==> src/hw/rtl/hpad_pkg.sv <==
// Shared types, constants and tables of the high-pass arctangent distortion unit.
`timescale 1ns / 1ps
package hpad_pkg;

    localparam int NUM_CHANNELS_DEF    = 2;
    localparam int ATAN_TABLE_BITS_DEF = 10;

    localparam int SAMPLE_W   = 16;
    localparam int FILT_W     = 24;
    localparam int COEF_W     = 16;
    localparam int DRIVE_W    = 20;
    localparam int BLEND_W    = 17;
    localparam int VOL_W      = 16;
    localparam int DIFF_W     = SAMPLE_W + 1;
    localparam int CFG_IDX_W  = 3;
    localparam int CFG_DATA_W = 20;

    localparam int MUL_A_W   = 26;
    localparam int MUL_B_W   = 20;
    localparam int PROD_W    = MUL_A_W + MUL_B_W + 1;
    localparam int ACC_W     = 62;
    localparam int CORDIC_W  = 44;
    localparam int ANGLE_W   = 26;
    localparam int LUT_W     = 24;
    localparam int LUT_IDX_W = 4;

    typedef logic [CFG_IDX_W-1:0] cfg_idx_t;
    localparam cfg_idx_t CFG_HP_FORWARD  = 3'd0;
    localparam cfg_idx_t CFG_HP_FEEDBACK = 3'd1;
    localparam cfg_idx_t CFG_DRIVE       = 3'd2;
    localparam cfg_idx_t CFG_BLEND       = 3'd3;
    localparam cfg_idx_t CFG_VOLUME      = 3'd4;

    localparam logic [COEF_W-1:0]  HP_FORWARD_RST  = 16'd61171;
    localparam logic [COEF_W-1:0]  HP_FEEDBACK_RST = 16'd56805;
    localparam logic [DRIVE_W-1:0] DRIVE_RST       = 20'd154;
    localparam logic [BLEND_W-1:0] BLEND_RST       = 17'd39322;
    localparam logic [VOL_W-1:0]   VOLUME_RST      = 16'd16384;
    localparam logic [BLEND_W-1:0] BLEND_ONE       = 17'd65536;

    typedef logic [2:0] mul_sel_t;
    localparam mul_sel_t MUL_NONE      = 3'd0;
    localparam mul_sel_t MUL_DIFF_B0   = 3'd1;
    localparam mul_sel_t MUL_LF_C      = 3'd2;
    localparam mul_sel_t MUL_F_DRIVE   = 3'd3;
    localparam mul_sel_t MUL_DRV_BLEND = 3'd4;
    localparam mul_sel_t MUL_F_CLEAN   = 3'd5;
    localparam mul_sel_t MUL_LO_VOL    = 3'd6;
    localparam mul_sel_t MUL_HI_VOL    = 3'd7;

    typedef logic [2:0] acc_op_t;
    localparam acc_op_t ACC_HOLD     = 3'd0;
    localparam acc_op_t ACC_LOAD     = 3'd1;
    localparam acc_op_t ACC_LOAD_SH6 = 3'd2;
    localparam acc_op_t ACC_ADD      = 3'd3;
    localparam acc_op_t ACC_ADD_SH3  = 3'd4;
    localparam acc_op_t ACC_ADD_SH24 = 3'd5;

    typedef struct packed {
        logic     load;
        mul_sel_t mul_sel;
        acc_op_t  acc_op;
        logic     filt_wr;
        logic     cordic_init;
        logic     cordic_step;
        logic     drv_wr;
        logic     out_load;
    } hpad_cmd_t;

    typedef struct packed {
        logic cordic_last;
        logic out_free;
    } hpad_status_t;

    // (2/pi)*atan(2^-i) in units of 2^-24
    function automatic logic [LUT_W-1:0] angle_lut(input logic [LUT_IDX_W-1:0] i);
        logic [LUT_W-1:0] v;
        case (i)
            4'd0:    v = 24'd8388608;
            4'd1:    v = 24'd4952084;
            4'd2:    v = 24'd2616545;
            4'd3:    v = 24'd1328199;
            4'd4:    v = 24'd666677;
            4'd5:    v = 24'd333663;
            4'd6:    v = 24'd166872;
            4'd7:    v = 24'd83441;
            4'd8:    v = 24'd41721;
            4'd9:    v = 24'd20861;
            4'd10:   v = 24'd10430;
            4'd11:   v = 24'd5215;
            4'd12:   v = 24'd2608;
            4'd13:   v = 24'd1304;
            4'd14:   v = 24'd652;
            4'd15:   v = 24'd326;
            default: v = '0;
        endcase
        return v;
    endfunction

endpackage

==> src/hw/rtl/hpad_ifs.sv <==
// Word channel interfaces: input samples, output samples and configuration writes.
`timescale 1ns / 1ps
interface hpad_in_if;
    logic                                 valid;
    logic                                 ready;
    logic                                 channel_id;
    logic signed [hpad_pkg::SAMPLE_W-1:0] sample_in;

    modport source (output valid, output channel_id, output sample_in, input ready);
    modport sink   (input valid, input channel_id, input sample_in, output ready);
endinterface

interface hpad_out_if;
    logic                                 valid;
    logic                                 ready;
    logic                                 channel_out;
    logic signed [hpad_pkg::SAMPLE_W-1:0] sample_out;

    modport source (output valid, output channel_out, output sample_out, input ready);
    modport sink   (input valid, input channel_out, input sample_out, output ready);
endinterface

interface hpad_cfg_if;
    logic                             valid;
    logic                             ready;
    logic [hpad_pkg::CFG_IDX_W-1:0]   index;
    logic [hpad_pkg::CFG_DATA_W-1:0]  data;

    modport source (output valid, output index, output data, input ready);
    modport sink   (input valid, input index, input data, output ready);
endinterface

==> src/hw/rtl/highpass_atan_distortion_unit.sv <==
// Top level of the high-pass arctangent distortion unit.
//
// in_ch takes one word per sample: channel_id and signed Q1.15 sample_in. Each
// channel runs a first-order high-pass, the result is split into a clean path and
// an arctangent soft-clip path, blended, scaled by the volume and saturated.
// out_ch returns one word per input word, in order: channel_out and sample_out.
// cfg writes one of five registers per word (index 0..4); it is always ready and
// should only be used while no sample is in flight.
// A new word is accepted only once the previous one has been through the whole sequence,
// set by the single shared multiplier and the one-step-per-cycle CORDIC loop.
// Reset clears channel history, loads register defaults and empties the output.
// A finished word waits in the output register; the next input word is accepted
// meanwhile and its result is held back until the receiver takes the first.
`timescale 1ns / 1ps
module highpass_atan_distortion_unit #(
    parameter int NUM_CHANNELS    = hpad_pkg::NUM_CHANNELS_DEF,
    parameter int ATAN_TABLE_BITS = hpad_pkg::ATAN_TABLE_BITS_DEF
) (
    input  logic            clk,
    input  logic            rst_n,
    hpad_in_if.sink         in_ch,
    hpad_out_if.source      out_ch,
    hpad_cfg_if.sink        cfg
);
    import hpad_pkg::*;

    hpad_cmd_t    cmd;
    hpad_status_t status;

    hpad_ctrl u_ctrl (
        .clk      (clk),
        .rst_n    (rst_n),
        .in_valid (in_ch.valid),
        .in_ready (in_ch.ready),
        .status   (status),
        .cmd      (cmd)
    );

    hpad_datapath #(
        .NUM_CHANNELS    (NUM_CHANNELS),
        .ATAN_TABLE_BITS (ATAN_TABLE_BITS)
    ) u_datapath (
        .clk         (clk),
        .rst_n       (rst_n),
        .cmd         (cmd),
        .status      (status),
        .channel_id  (in_ch.channel_id),
        .sample_in   (in_ch.sample_in),
        .out_valid   (out_ch.valid),
        .out_ready   (out_ch.ready),
        .channel_out (out_ch.channel_out),
        .sample_out  (out_ch.sample_out),
        .cfg_valid   (cfg.valid),
        .cfg_ready   (cfg.ready),
        .cfg_index   (cfg.index),
        .cfg_data    (cfg.data)
    );

endmodule

==> src/hw/rtl/hpad_cordic.sv <==
// Iterative CORDIC vectoring unit, one micro-rotation per cycle while step is high, normalized angle out.
`timescale 1ns / 1ps
module hpad_cordic #(
    parameter int ATAN_TABLE_BITS = hpad_pkg::ATAN_TABLE_BITS_DEF
) (
    input  logic                                  clk,
    input  logic                                  rst_n,
    input  logic                                  init,
    input  logic                                  step,
    input  logic signed [hpad_pkg::CORDIC_W-1:0]  y_init,
    output logic signed [hpad_pkg::ANGLE_W-1:0]   z,
    output logic                                  last
);
    import hpad_pkg::*;

    localparam int IT_W = $clog2(ATAN_TABLE_BITS);
    localparam logic [IT_W-1:0] LAST_IT = IT_W'(ATAN_TABLE_BITS - 1);
    localparam logic signed [CORDIC_W-1:0] X_ONE = CORDIC_W'(64'sd536870912);

    logic signed [CORDIC_W-1:0] x_reg, x_next;
    logic signed [CORDIC_W-1:0] y_reg, y_next;
    logic signed [ANGLE_W-1:0]  z_reg, z_next;
    logic [IT_W-1:0]            cnt_reg, cnt_next;
    logic signed [CORDIC_W-1:0] dx, dy;
    logic signed [ANGLE_W-1:0]  ang;

    assign dx   = y_reg >>> cnt_reg;
    assign dy   = x_reg >>> cnt_reg;
    assign ang  = $signed({2'b00, angle_lut(LUT_IDX_W'(cnt_reg))});
    assign last = (cnt_reg == LAST_IT);
    assign z    = z_reg;

    always_comb
    begin
        x_next   = x_reg;
        y_next   = y_reg;
        z_next   = z_reg;
        cnt_next = cnt_reg;
        if (init)
        begin
            x_next   = X_ONE;
            y_next   = y_init;
            z_next   = '0;
            cnt_next = '0;
        end
        else if (step)
        begin
            if (!y_reg[CORDIC_W-1])
            begin
                x_next = x_reg + dx;
                y_next = y_reg - dy;
                z_next = z_reg + ang;
            end
            else
            begin
                x_next = x_reg - dx;
                y_next = y_reg + dy;
                z_next = z_reg - ang;
            end
            if (!last)
            begin
                cnt_next = cnt_reg + 1'b1;
            end
        end
    end

    always_ff @(posedge clk or negedge rst_n)
    begin
        if (!rst_n)
        begin
            cnt_reg <= '0;
        end
        else
        begin
            cnt_reg <= cnt_next;
        end
    end

    always_ff @(posedge clk)
    begin
        x_reg <= x_next;
        y_reg <= y_next;
        z_reg <= z_next;
    end

endmodule

==> src/hw/rtl/hpad_datapath.sv <==
// Datapath: config registers, channel state, shared multiplier, accumulator, output register.
`timescale 1ns / 1ps
module hpad_datapath #(
    parameter int NUM_CHANNELS    = hpad_pkg::NUM_CHANNELS_DEF,
    parameter int ATAN_TABLE_BITS = hpad_pkg::ATAN_TABLE_BITS_DEF
) (
    input  logic                                 clk,
    input  logic                                 rst_n,
    input  hpad_pkg::hpad_cmd_t                  cmd,
    output hpad_pkg::hpad_status_t               status,
    input  logic                                 channel_id,
    input  logic signed [hpad_pkg::SAMPLE_W-1:0] sample_in,
    output logic                                 out_valid,
    input  logic                                 out_ready,
    output logic                                 channel_out,
    output logic signed [hpad_pkg::SAMPLE_W-1:0] sample_out,
    input  logic                                 cfg_valid,
    output logic                                 cfg_ready,
    input  logic [hpad_pkg::CFG_IDX_W-1:0]       cfg_index,
    input  logic [hpad_pkg::CFG_DATA_W-1:0]      cfg_data
);
    import hpad_pkg::*;

    localparam int CH_W = (NUM_CHANNELS > 1) ? $clog2(NUM_CHANNELS) : 1;
    localparam logic signed [ACC_W-1:0] FILT_HALF = ACC_W'(64'sd32768);
    localparam logic signed [ACC_W-1:0] FILT_MAX  = ACC_W'(64'sd8388607);
    localparam logic signed [ACC_W-1:0] FILT_MIN  = -ACC_W'(64'sd8388608);
    localparam logic signed [ACC_W-1:0] ARG_LIM   = ACC_W'(64'sd2199023255552);
    localparam logic signed [ACC_W-1:0] OUT_HALF  = ACC_W'(64'sd549755813888);
    localparam logic signed [ACC_W-1:0] OUT_MAX   = ACC_W'(64'sd32767);
    localparam logic signed [ACC_W-1:0] OUT_MIN   = -ACC_W'(64'sd32768);

    logic [COEF_W-1:0]  b0_reg, c_reg;
    logic [DRIVE_W-1:0] drive_reg;
    logic [BLEND_W-1:0] blend_reg;
    logic [VOL_W-1:0]   vol_reg;

    logic signed [SAMPLE_W-1:0] li_reg [NUM_CHANNELS];
    logic signed [FILT_W-1:0]   lf_reg [NUM_CHANNELS];

    logic                       ch_reg;
    logic [CH_W-1:0]            idx_reg, idx_in;
    logic signed [SAMPLE_W-1:0] x_reg;
    logic signed [DIFF_W-1:0]   diff_reg;
    logic signed [FILT_W-1:0]   f_reg, f_sat;
    logic                       neg_reg, zero_reg;
    logic signed [ANGLE_W-1:0]  driven_reg, cordic_z;
    logic signed [PROD_W-1:0]   prod_reg;
    logic signed [ACC_W-1:0]    acc_reg, acc_next, prod_ext;
    logic signed [ACC_W-1:0]    filt_full, out_full, mag_full;
    logic                       out_valid_reg, out_ch_reg;
    logic signed [SAMPLE_W-1:0] out_sample_reg, res_sat;

    logic signed [MUL_A_W-1:0]  a_op;
    logic [MUL_B_W-1:0]         b_op;
    logic signed [MUL_B_W:0]    b_ext;
    logic [BLEND_W-1:0]         blend_c, clean_w;
    logic                       cordic_last;

    assign cfg_ready = 1'b1;
    assign idx_in    = (NUM_CHANNELS > 1) ? CH_W'(channel_id) : '0;
    assign blend_c   = (blend_reg > BLEND_ONE) ? BLEND_ONE : blend_reg;
    assign clean_w   = BLEND_ONE - blend_c;

    // shared multiplier, operands picked by the sequencer
    always_comb
    begin
        a_op = '0;
        b_op = '0;
        case (cmd.mul_sel)
            MUL_DIFF_B0:
            begin
                a_op = MUL_A_W'(diff_reg);
                b_op = MUL_B_W'(b0_reg);
            end
            MUL_LF_C:
            begin
                a_op = MUL_A_W'(lf_reg[idx_reg]);
                b_op = MUL_B_W'(c_reg);
            end
            MUL_F_DRIVE:
            begin
                a_op = MUL_A_W'(f_reg);
                b_op = drive_reg;
            end
            MUL_DRV_BLEND:
            begin
                a_op = driven_reg;
                b_op = MUL_B_W'(blend_c);
            end
            MUL_F_CLEAN:
            begin
                a_op = MUL_A_W'(f_reg);
                b_op = MUL_B_W'(clean_w);
            end
            MUL_LO_VOL:
            begin
                a_op = MUL_A_W'({1'b0, acc_reg[23:0]});
                b_op = MUL_B_W'(vol_reg);
            end
            MUL_HI_VOL:
            begin
                a_op = MUL_A_W'($signed(acc_reg[43:24]));
                b_op = MUL_B_W'(vol_reg);
            end
            default:
            begin
                a_op = '0;
                b_op = '0;
            end
        endcase
    end

    assign b_ext    = $signed({1'b0, b_op});
    assign prod_ext = ACC_W'(prod_reg);

    always_comb
    begin
        case (cmd.acc_op)
            ACC_HOLD:     acc_next = acc_reg;
            ACC_LOAD:     acc_next = prod_ext;
            ACC_LOAD_SH6: acc_next = prod_ext <<< 6;
            ACC_ADD:      acc_next = acc_reg + prod_ext;
            ACC_ADD_SH3:  acc_next = acc_reg + (prod_ext <<< 3);
            ACC_ADD_SH24: acc_next = acc_reg + (prod_ext <<< 24);
            default:      acc_next = acc_reg;
        endcase
    end

    // filter rounding and saturation
    always_comb
    begin
        filt_full = (acc_reg + FILT_HALF) >>> 16;
        if (filt_full > FILT_MAX)
        begin
            f_sat = FILT_W'(FILT_MAX);
        end
        else if (filt_full < FILT_MIN)
        begin
            f_sat = FILT_W'(FILT_MIN);
        end
        else
        begin
            f_sat = FILT_W'(filt_full);
        end
    end

    // arctangent argument magnitude, clamped
    always_comb
    begin
        if (acc_reg > ARG_LIM || acc_reg < -ARG_LIM)
        begin
            mag_full = ARG_LIM;
        end
        else if (acc_reg < 0)
        begin
            mag_full = -acc_reg;
        end
        else
        begin
            mag_full = acc_reg;
        end
    end

    // final rounding and saturation
    always_comb
    begin
        out_full = (acc_reg + OUT_HALF) >>> 40;
        if (out_full > OUT_MAX)
        begin
            res_sat = SAMPLE_W'(OUT_MAX);
        end
        else if (out_full < OUT_MIN)
        begin
            res_sat = SAMPLE_W'(OUT_MIN);
        end
        else
        begin
            res_sat = SAMPLE_W'(out_full);
        end
    end

    hpad_cordic #(
        .ATAN_TABLE_BITS (ATAN_TABLE_BITS)
    ) u_cordic (
        .clk    (clk),
        .rst_n  (rst_n),
        .init   (cmd.cordic_init),
        .step   (cmd.cordic_step),
        .y_init (CORDIC_W'(mag_full)),
        .z      (cordic_z),
        .last   (cordic_last)
    );

    assign status.cordic_last = cordic_last;
    assign status.out_free    = !out_valid_reg || out_ready;

    assign out_valid   = out_valid_reg;
    assign channel_out = out_ch_reg;
    assign sample_out  = out_sample_reg;

    always_ff @(posedge clk or negedge rst_n)
    begin
        if (!rst_n)
        begin
            b0_reg        <= HP_FORWARD_RST;
            c_reg         <= HP_FEEDBACK_RST;
            drive_reg     <= DRIVE_RST;
            blend_reg     <= BLEND_RST;
            vol_reg       <= VOLUME_RST;
            out_valid_reg <= 1'b0;
            for (int i = 0; i < NUM_CHANNELS; i++)
            begin
                li_reg[i] <= '0;
                lf_reg[i] <= '0;
            end
        end
        else
        begin
            if (cfg_valid)
            begin
                case (cfg_index)
                    CFG_HP_FORWARD:  b0_reg    <= cfg_data[COEF_W-1:0];
                    CFG_HP_FEEDBACK: c_reg     <= cfg_data[COEF_W-1:0];
                    CFG_DRIVE:       drive_reg <= cfg_data[DRIVE_W-1:0];
                    CFG_BLEND:       blend_reg <= cfg_data[BLEND_W-1:0];
                    CFG_VOLUME:      vol_reg   <= cfg_data[VOL_W-1:0];
                    default:         ;
                endcase
            end
            if (cmd.filt_wr)
            begin
                li_reg[idx_reg] <= x_reg;
                lf_reg[idx_reg] <= f_sat;
            end
            if (cmd.out_load)
            begin
                out_valid_reg <= 1'b1;
            end
            else if (out_ready)
            begin
                out_valid_reg <= 1'b0;
            end
        end
    end

    always_ff @(posedge clk)
    begin
        prod_reg <= a_op * b_ext;
        acc_reg  <= acc_next;
        if (cmd.load)
        begin
            ch_reg   <= channel_id;
            idx_reg  <= idx_in;
            x_reg    <= sample_in;
            diff_reg <= DIFF_W'(sample_in) - DIFF_W'(li_reg[idx_in]);
        end
        if (cmd.filt_wr)
        begin
            f_reg <= f_sat;
        end
        if (cmd.cordic_init)
        begin
            neg_reg  <= acc_reg < 0;
            zero_reg <= acc_reg == 0;
        end
        if (cmd.drv_wr)
        begin
            if (zero_reg)
            begin
                driven_reg <= '0;
            end
            else if (neg_reg)
            begin
                driven_reg <= -cordic_z;
            end
            else
            begin
                driven_reg <= cordic_z;
            end
        end
        if (cmd.out_load)
        begin
            out_ch_reg     <= ch_reg;
            out_sample_reg <= res_sat;
        end
    end

`ifndef SYNTHESIS
    a_out_no_overwrite: assert property (@(posedge clk) disable iff (!rst_n)
        cmd.out_load |-> (!out_valid_reg || out_ready))
        else $error("result loaded over an untaken word");

    a_state_written: assert property (@(posedge clk) disable iff (!rst_n)
        cmd.filt_wr |=> (lf_reg[idx_reg] == f_reg && li_reg[idx_reg] == x_reg))
        else $error("channel state not updated with filtered value");

    a_zero_driven: assert property (@(posedge clk) disable iff (!rst_n)
        (cmd.drv_wr && zero_reg) |=> (driven_reg == '0))
        else $error("zero argument gave nonzero driven path");
`endif

endmodule

==> src/hw/rtl/hpad_ctrl.sv <==
// Sequencer that steps the datapath through filter, arctangent, mix and volume scaling for each word.
`timescale 1ns / 1ps
module hpad_ctrl (
    input  logic                   clk,
    input  logic                   rst_n,
    input  logic                   in_valid,
    output logic                   in_ready,
    input  hpad_pkg::hpad_status_t status,
    output hpad_pkg::hpad_cmd_t    cmd
);
    import hpad_pkg::*;

    localparam logic [4:0] S_IDLE  = 5'd0;
    localparam logic [4:0] S_MB0   = 5'd1;
    localparam logic [4:0] S_MC    = 5'd2;
    localparam logic [4:0] S_FACC  = 5'd3;
    localparam logic [4:0] S_FWR   = 5'd4;
    localparam logic [4:0] S_MDRV  = 5'd5;
    localparam logic [4:0] S_ARG   = 5'd6;
    localparam logic [4:0] S_CINIT = 5'd7;
    localparam logic [4:0] S_CRD   = 5'd8;
    localparam logic [4:0] S_DRV   = 5'd9;
    localparam logic [4:0] S_MBL   = 5'd10;
    localparam logic [4:0] S_MCL   = 5'd11;
    localparam logic [4:0] S_MIX   = 5'd12;
    localparam logic [4:0] S_MLO   = 5'd13;
    localparam logic [4:0] S_MHI   = 5'd14;
    localparam logic [4:0] S_SUM   = 5'd15;
    localparam logic [4:0] S_OUT   = 5'd16;

    logic [4:0] state_reg, state_next;

    assign in_ready = (state_reg == S_IDLE);

    always_comb
    begin
        state_next      = state_reg;
        cmd             = '0;
        cmd.mul_sel     = MUL_NONE;
        cmd.acc_op      = ACC_HOLD;
        case (state_reg)
            S_IDLE:
            begin
                if (in_valid)
                begin
                    cmd.load   = 1'b1;
                    state_next = S_MB0;
                end
            end
            S_MB0:
            begin
                cmd.mul_sel = MUL_DIFF_B0;
                state_next  = S_MC;
            end
            S_MC:
            begin
                cmd.mul_sel = MUL_LF_C;
                cmd.acc_op  = ACC_LOAD_SH6;
                state_next  = S_FACC;
            end
            S_FACC:
            begin
                cmd.acc_op = ACC_ADD;
                state_next = S_FWR;
            end
            S_FWR:
            begin
                cmd.filt_wr = 1'b1;
                state_next  = S_MDRV;
            end
            S_MDRV:
            begin
                cmd.mul_sel = MUL_F_DRIVE;
                state_next  = S_ARG;
            end
            S_ARG:
            begin
                cmd.acc_op = ACC_LOAD;
                state_next = S_CINIT;
            end
            S_CINIT:
            begin
                cmd.cordic_init = 1'b1;
                state_next      = S_CRD;
            end
            S_CRD:
            begin
                cmd.cordic_step = 1'b1;
                if (status.cordic_last)
                begin
                    state_next = S_DRV;
                end
            end
            S_DRV:
            begin
                cmd.drv_wr = 1'b1;
                state_next = S_MBL;
            end
            S_MBL:
            begin
                cmd.mul_sel = MUL_DRV_BLEND;
                state_next  = S_MCL;
            end
            S_MCL:
            begin
                cmd.mul_sel = MUL_F_CLEAN;
                cmd.acc_op  = ACC_LOAD;
                state_next  = S_MIX;
            end
            S_MIX:
            begin
                cmd.acc_op = ACC_ADD_SH3;
                state_next = S_MLO;
            end
            S_MLO:
            begin
                cmd.mul_sel = MUL_LO_VOL;
                state_next  = S_MHI;
            end
            S_MHI:
            begin
                cmd.mul_sel = MUL_HI_VOL;
                cmd.acc_op  = ACC_LOAD;
                state_next  = S_SUM;
            end
            S_SUM:
            begin
                cmd.acc_op = ACC_ADD_SH24;
                state_next = S_OUT;
            end
            S_OUT:
            begin
                if (status.out_free)
                begin
                    cmd.out_load = 1'b1;
                    state_next   = S_IDLE;
                end
            end
            default:
            begin
                state_next = S_IDLE;
            end
        endcase
    end

    always_ff @(posedge clk or negedge rst_n)
    begin
        if (!rst_n)
        begin
            state_reg <= S_IDLE;
        end
        else
        begin
            state_reg <= state_next;
        end
    end

endmodule

==> src/flat_wrapper.sv <==
// flat-port wrapper written by rule: the top's interface ports become plain ports
module highpass_atan_distortion_unit_flat import hpad_pkg::*;
#(
    parameter int NUM_CHANNELS    = hpad_pkg::NUM_CHANNELS_DEF,
    parameter int ATAN_TABLE_BITS = hpad_pkg::ATAN_TABLE_BITS_DEF
)
  (clk, rst_n, in_ch_valid, in_ch_channel_id, in_ch_sample_in, in_ch_ready, out_ch_valid, out_ch_channel_out, out_ch_sample_out, out_ch_ready, cfg_valid, cfg_index, cfg_data, cfg_ready);
  hpad_in_if in_ch_i ();
  hpad_out_if out_ch_i ();
  hpad_cfg_if cfg_i ();
  input  logic clk;
  input  logic rst_n;
  input wire logic [$bits(in_ch_i.valid)-1:0] in_ch_valid;
  input wire logic [$bits(in_ch_i.channel_id)-1:0] in_ch_channel_id;
  input wire logic [$bits(in_ch_i.sample_in)-1:0] in_ch_sample_in;
  output wire logic [$bits(in_ch_i.ready)-1:0] in_ch_ready;
  output wire logic [$bits(out_ch_i.valid)-1:0] out_ch_valid;
  output wire logic [$bits(out_ch_i.channel_out)-1:0] out_ch_channel_out;
  output wire logic [$bits(out_ch_i.sample_out)-1:0] out_ch_sample_out;
  input wire logic [$bits(out_ch_i.ready)-1:0] out_ch_ready;
  input wire logic [$bits(cfg_i.valid)-1:0] cfg_valid;
  input wire logic [$bits(cfg_i.index)-1:0] cfg_index;
  input wire logic [$bits(cfg_i.data)-1:0] cfg_data;
  output wire logic [$bits(cfg_i.ready)-1:0] cfg_ready;
  assign in_ch_i.valid = in_ch_valid;
  assign in_ch_i.channel_id = in_ch_channel_id;
  assign in_ch_i.sample_in = in_ch_sample_in;
  assign in_ch_ready = in_ch_i.ready;
  assign out_ch_valid = out_ch_i.valid;
  assign out_ch_channel_out = out_ch_i.channel_out;
  assign out_ch_sample_out = out_ch_i.sample_out;
  assign out_ch_i.ready = out_ch_ready;
  assign cfg_i.valid = cfg_valid;
  assign cfg_i.index = cfg_index;
  assign cfg_i.data = cfg_data;
  assign cfg_ready = cfg_i.ready;
  highpass_atan_distortion_unit #(.NUM_CHANNELS(NUM_CHANNELS), .ATAN_TABLE_BITS(ATAN_TABLE_BITS)) u_core (.clk(clk), .rst_n(rst_n), .in_ch(in_ch_i), .out_ch(out_ch_i), .cfg(cfg_i));
endmodule
==> config.mk <==
export PLATFORM = sky130hd
export DESIGN_NAME = highpass_atan_distortion_unit_flat
export DESIGN_NICKNAME = d
export VERILOG_FILES = /design/src/hw/rtl/hpad_pkg.sv /design/src/hw/rtl/hpad_ifs.sv /design/src/hw/rtl/highpass_atan_distortion_unit.sv /design/src/hw/rtl/hpad_cordic.sv /design/src/hw/rtl/hpad_datapath.sv /design/src/hw/rtl/hpad_ctrl.sv /design/src/flat_wrapper.sv
export SDC_FILE = /design/constraint.sdc
export NUM_CORES = 2
export LEC_CHECK = 0
export BUFFER_PORTS_ARGS = -buffer_cell sky130_fd_sc_hd__buf_2
export CORE_UTILIZATION = 35
export CTS_CLUSTER_DIAMETER = 150
export DETAILED_ROUTE_END_ITERATION = 8
export HOLD_SLACK_MARGIN = 0.05
export SETUP_SLACK_MARGIN = 0.15
export SKIP_LAST_GASP = 1
export SLEW_MARGIN = 40
export SYNTH_ARGS = -nofsm -noshare
export SYNTH_HDL_FRONTEND = slang
export SYNTH_HIERARCHICAL = 1
export SYNTH_SLANG_ARGS = --single-unit
==> constraint.sdc <==
create_clock -name clk -period 26 [get_ports clk]
set_input_delay 6.5 -clock clk [delete_from_list [all_inputs] [get_ports clk]]
set_output_delay 6.5 -clock clk [all_outputs]
set_load 0.02 [all_outputs]
# == After elaboration in Yosys (flattened, before gate mapping) ==
# Memories as Yosys holds them, arrays and structs flattened.
# Cells that the tools add are included.
# word_totals
input_bits,45
n_memories,1
out_inout_bits,20
wordCells,162
register_bits,501
mem_bits_rw,0
latchBits,0
mem_bits_ro,384
# op_classes
n_eq_ne,37
magnitude_cmp,11
bitwise_logic,2
n_shift,2
div_mod_pow,0
multipliers,1
reduce_logical,20
add_sub_neg,16
muxes,46
# mem_list
name,words,width,read_ports,rd_clocked_by_memory_dff,wr,line,source
(name not given),16,24,1,0,0,hpad_pkg.sv:78,case (i)
# ops
op,n
$pmux 62 s5,1
$mux 44,6
$pmux 26 s6,1
$mux 24,6
$pmux 20 s6,1
$add 44x44->44,2
$sshr 44x4->44,2
$sub 44x44->44,2
$pmux 5 s17,1
$mux 16,5
$add 62x17->62 const B,1
$add 62x41->62 const B,1
$add 62x47->62,1
$add 62x50->62,1
$add 62x62->62,1
$gt 62x43->1 const B,1
$logic_not 62->1,1
$lt 62x1->1 const B,1
$lt 62x42->1 const B,1
$mux 26,2
$bwmux 48,1
$mul 26x21->47,1
$gt 46x24->1 const B,1
$lt 46x24->1 const B,1
44 further kinds,93

# == Logic depth before layout (Yosys ltp) ==
# logic_depth
word_depth,6
depth_mapped,41
depth_no_buf,37

# == By module ==
# The synthesis kept the hierarchy.
# by_module_without_submodules
module,cells_each,seq_area_each_um2,n_inst,area_each_um2
hpad_datapath,5335,10094.7,1,47382.9
hpad_cordic,2250,2822.7,1,18510.3
hpad_ctrl,52,125.1,1,449.2

# == Worst setup path before layout ==
# Ideal clock, no wire load.
# synth_path
path_type,input to register
start,input in_ch_channel_id
end,"register u_core.u_datapath.diff_reg[16], data pin"
cell_stages,15
arrival_ps,9491
setup_slack_ps,16241
required_time_ps,25732
setup_ps,268
path_buffers,2
path_cell_list,clkbuf_1 clkbuf_1 mux2i_1 ha_1 nor2b_1 o21ai_0 a21boi_0 o21ai_0 a21boi_0 o21ai_0 a21boi_0 o21ai_0 a211o_1 o21ai_0 o22ai_1
# synth_between
elab_chain_len,5
# synth_rtl
item,line,source
from (decl),flat_wrapper.sv:14,input wire logic [$bits(in_ch_i.channel_id)-1:0] in_ch_channel_id;
$not 1->2 (not written as such),hpad_datapath.sv:256,diff_reg <= DIFF_W'(sample_in) - DIFF_W'(li_reg[idx_in]);
$mux 16 (not written as such) (3 in series),hpad_datapath.sv:256,
$sub 16x16->17,hpad_datapath.sv:256,
to (signal assigned),hpad_datapath.sv:256,
to (decl),hpad_datapath.sv:44,logic signed [DIFF_W-1:0] diff_reg;
# Every way passes these cells. The select of a mux whose other input is x is not followed.
# A chain may end at the register's enable or synchronous reset.

==> results.toml <==
[timing]
setup_violations = 0
worst_slack_ns = 14.52
fin_setup_tns_ns = 0
final-max-slew-violation-count = 0
clock_skew_ns = 0.0704
fmax_mhz = 87.1
rsz0062_at_grt = "false"
tightest_slew_ns = 0.885
relSlewSlack_pct = 39.4
period_needed_ns = 11.48
fin_crit_sh_pct = 44.1
hold_viol_final = 0

[route]
drc = 6
first_pass_iters = 9
route.vias.total = 57800
wire_per_inst_um = 22.3
antenna_left = 0
viasPerCell = 5.76
drt-total-wl_um = 224000
drtIter0Drc = 5520

[cts]
cts_resized = 0
h-tree-depth = 2
cts_root_buffer = "clkbuf_16"
clk_pin_slew_ns = 0.06
post_cts_buffers = 0
cts_made_buffers = 61
clockBufferDepth = 3
cts.sinks = 501
cts_hold_buf = 0
cts_tree = "yes"
insertion_delay_ns = 0.74

[critical_path]
cp-start-kind = "flop"
slowest_delay_ns = 0.82
r2r_slack_ns = 14.52
setup.worst_path.class = "flop to flop"
critPathSlowestCell = "fa_1"
critical_path_required_ns = 26.65
worst_path_most_repeated_cell = "inv_1"
endpoint_kind = "flop"
worst-path-max-fanout = 24
critPathArrivalTime_ns = 12.13

[finish]
syn_to_final_growth_pct = 7.59
final_nets = 8491
mostFrequentLayoutCells = "nor2_1 (742), inv_1 (736), nand2_1 (730)"
fillers = 19000
final_layout_size_suffix_gt1_share_pct = 10.2
final_util_pct = 38.0
largest_register_ffs = 62
final_common_cell = "nor2_1"
fin_cells = 10000

[grt]
grt-ovfl-total = 0
busiest_layer = "met2"
antenna_found_initial = 4
gr-usage-met1_pct = 30.4
grt_pass1_vias = 56600
groute.layer.met3.usage_pct = 3.59
grt_use_met2_pct = 36.2
grt_first_pass_wirelength_um = 342000
grt_max_degree = 148
grt_use_total_pct = 22.8

[place]
gp_congestion = 0.953
place_ws_ns = 14.77
hpwlAfterDp_um = 172000
placedCellCount = 9920
portBuffers = 63

[synth]
syn_avg_cell_area_um2 = 8.69
synth_compound_area_share_pct = 17.4
synthCells = 7637
synthAdderAreaFrac_pct = 24.1
ys_seq_elements = 501
synth_simple_gate_area_share_pct = 16.1
synth-xor-area-share_pct = 6.52
ys.warnings.count = 6
syn-cell-area_mm2 = 0.0663
synthDistinctLibCells = 120
synth-edff-count = 209
synthFlopType = "edfxtp_1"
synth_top_family_by_area = "adder cells"
muxShareOfSynthArea_pct = 9.20
ys_seq_area_share_pct = 19.7
ys_async_sr_fraction_pct = 34.9

[die]
die_area_mm2 = 0.191
io_pins = 65
die_h_um = 437
core_mm2 = 0.188
placementRows = 159
die_w_um = 437
start_util_pct = 35.3

[min_path]
hold_class = "flop to flop"

[run]
cap_violations = 0

[outcome]
violations = "DRC"
outcome = "finished, violations left"
## cell type report
class / instances / area (um^2) / area share [%]
Multi-Input combinational cell: 5985 / 48900 / 68.6
Sequential cell: 501 / 13100 / 18.3
Tap cell: 2495 / 3120 / 4.37
Inverter: 741 / 2780 / 3.90
Clock buffer: 87 / 1720 / 2.41
Timing Repair Buffer: 201 / 1420 / 1.99
Clock inverter: 29 / 337 / 0.472
Antenna cell: 1 / 2.50 / 0.00351
## critical path, delay by kind of cell (launching register included)
family                   cells  cell delay, ns
AND/OR/NAND/NOR              6            1.99
XOR/XNOR                     1            0.13
buffers and inverters       10            1.79
adder cells (fa/ha/maj)      8            4.17
AO/OA/AOI/OAI                9            2.63
flip-flops                   1            0.67
## path summary, 6_finish.rpt
kind | start | end | cells after the start
worst min-delay path | u_core/u_datapath/x_reg[9]$_DFFE_PP_ | u_core/u_datapath/li_reg[25]$_DFFE_PN0P_ | 1
worst min register to register | u_core/u_datapath/x_reg[9]$_DFFE_PP_ | u_core/u_datapath/li_reg[25]$_DFFE_PN0P_ | 1
worst max register to register | u_core/u_ctrl/state_reg[2]$_DFFE_PN0P_ | u_core/u_datapath/prod_reg[46]$_DFF_P_ | 34
min in group asynchronous | rst_n | u_core/u_ctrl/state_reg[0]$_DFFE_PN0P_ | 1
max in group asynchronous | rst_n | u_core/u_datapath/blend_reg[5]$_DFFE_PN0P_ | 2
worst max-delay path | u_core/u_ctrl/state_reg[2]$_DFFE_PN0P_ | u_core/u_datapath/prod_reg[46]$_DFF_P_ | 34
## Yosys cell counts (27+ instances only)
| master | instances | area (um^2) |
|---|---|---|
| a21oi_1 | 491 | 2460 |
| dfxtp_1 | 117 | 2340 |
| nor2_1 | 745 | 2800 |
| clkbuf_1 | 278 | 1040 |
| xnor2_1 | 263 | 2300 |
| o31ai_1 | 48 | 360 |
| o21bai_1 | 49 | 368 |
| o21ai_0 | 359 | 1800 |
| o211ai_1 | 36 | 270 |
| nand3_1 | 137 | 686 |
| nand2_1 | 732 | 2750 |
| a31oi_1 | 114 | 713 |
| buf_2 | 59 | 295 |
| mux4_2 | 68 | 1530 |
| nand4_1 | 56 | 350 |
| nor2b_1 | 73 | 457 |
| buf_1 | 35 | 131 |
| nand2b_1 | 103 | 644 |
| ha_1 | 421 | 5270 |
| edfxtp_1 | 209 | 6280 |
| o22ai_1 | 30 | 188 |
| o21a_1 | 67 | 503 |
| and3_1 | 54 | 338 |
| dfrtp_1 | 139 | 3480 |
| a221oi_1 | 61 | 534 |
| a22oi_1 | 27 | 203 |
| or3_1 | 44 | 275 |
| a21o_1 | 166 | 1250 |
| a211oi_1 | 60 | 450 |
| nor3_1 | 97 | 485 |
| or2_2 | 39 | 244 |
| mux2_2 | 213 | 2400 |
| mux2i_1 | 155 | 1550 |
| xor2_1 | 231 | 2020 |
| fa_1 | 534 | 10700 |
| and2_1 | 68 | 425 |
| dfstp_2 | 36 | 946 |
| inv_1 | 737 | 2770 |
## per-layer routing
layer | part of all wire [%] | wire (um) | vias to the layer above
li1 | - | - | 26300
met1 | 42 | 93900 | 28500
met2 | 45 | 101000 | 2438
met3 | 7.8 | 17400 | 489
met4 | 4.9 | 11000 | 2
met5 | 0.0081 | 18 | -
## cell families after synthesis
| group | Yosys count |
|---|---|
| muxes | 460 |
| xor gates and xnor gates | 494 |
| DFF | 501 |
| and+or+nand+nor | 2301 |
| adders and majority gates | 955 |
| buffers and inverters | 1152 |
| other | 2 |
| AOI/OAI and AO/OA | 1772 |
## per-stage QoR
step | area [um^2] | hold slack (ns)
final | 71400 | 0.492
after global routing | 71400 | 0.514
after CTS | 71300 | 0.480
after detailed placement | 69200 | 0.491
after global placement | 69100 | 0.479
after floorplan | 66300 | 0.424
Power is left out: the tool's default activity adds up to more than one toggle a clock period on the data nets, which glitch-free logic cannot reach.
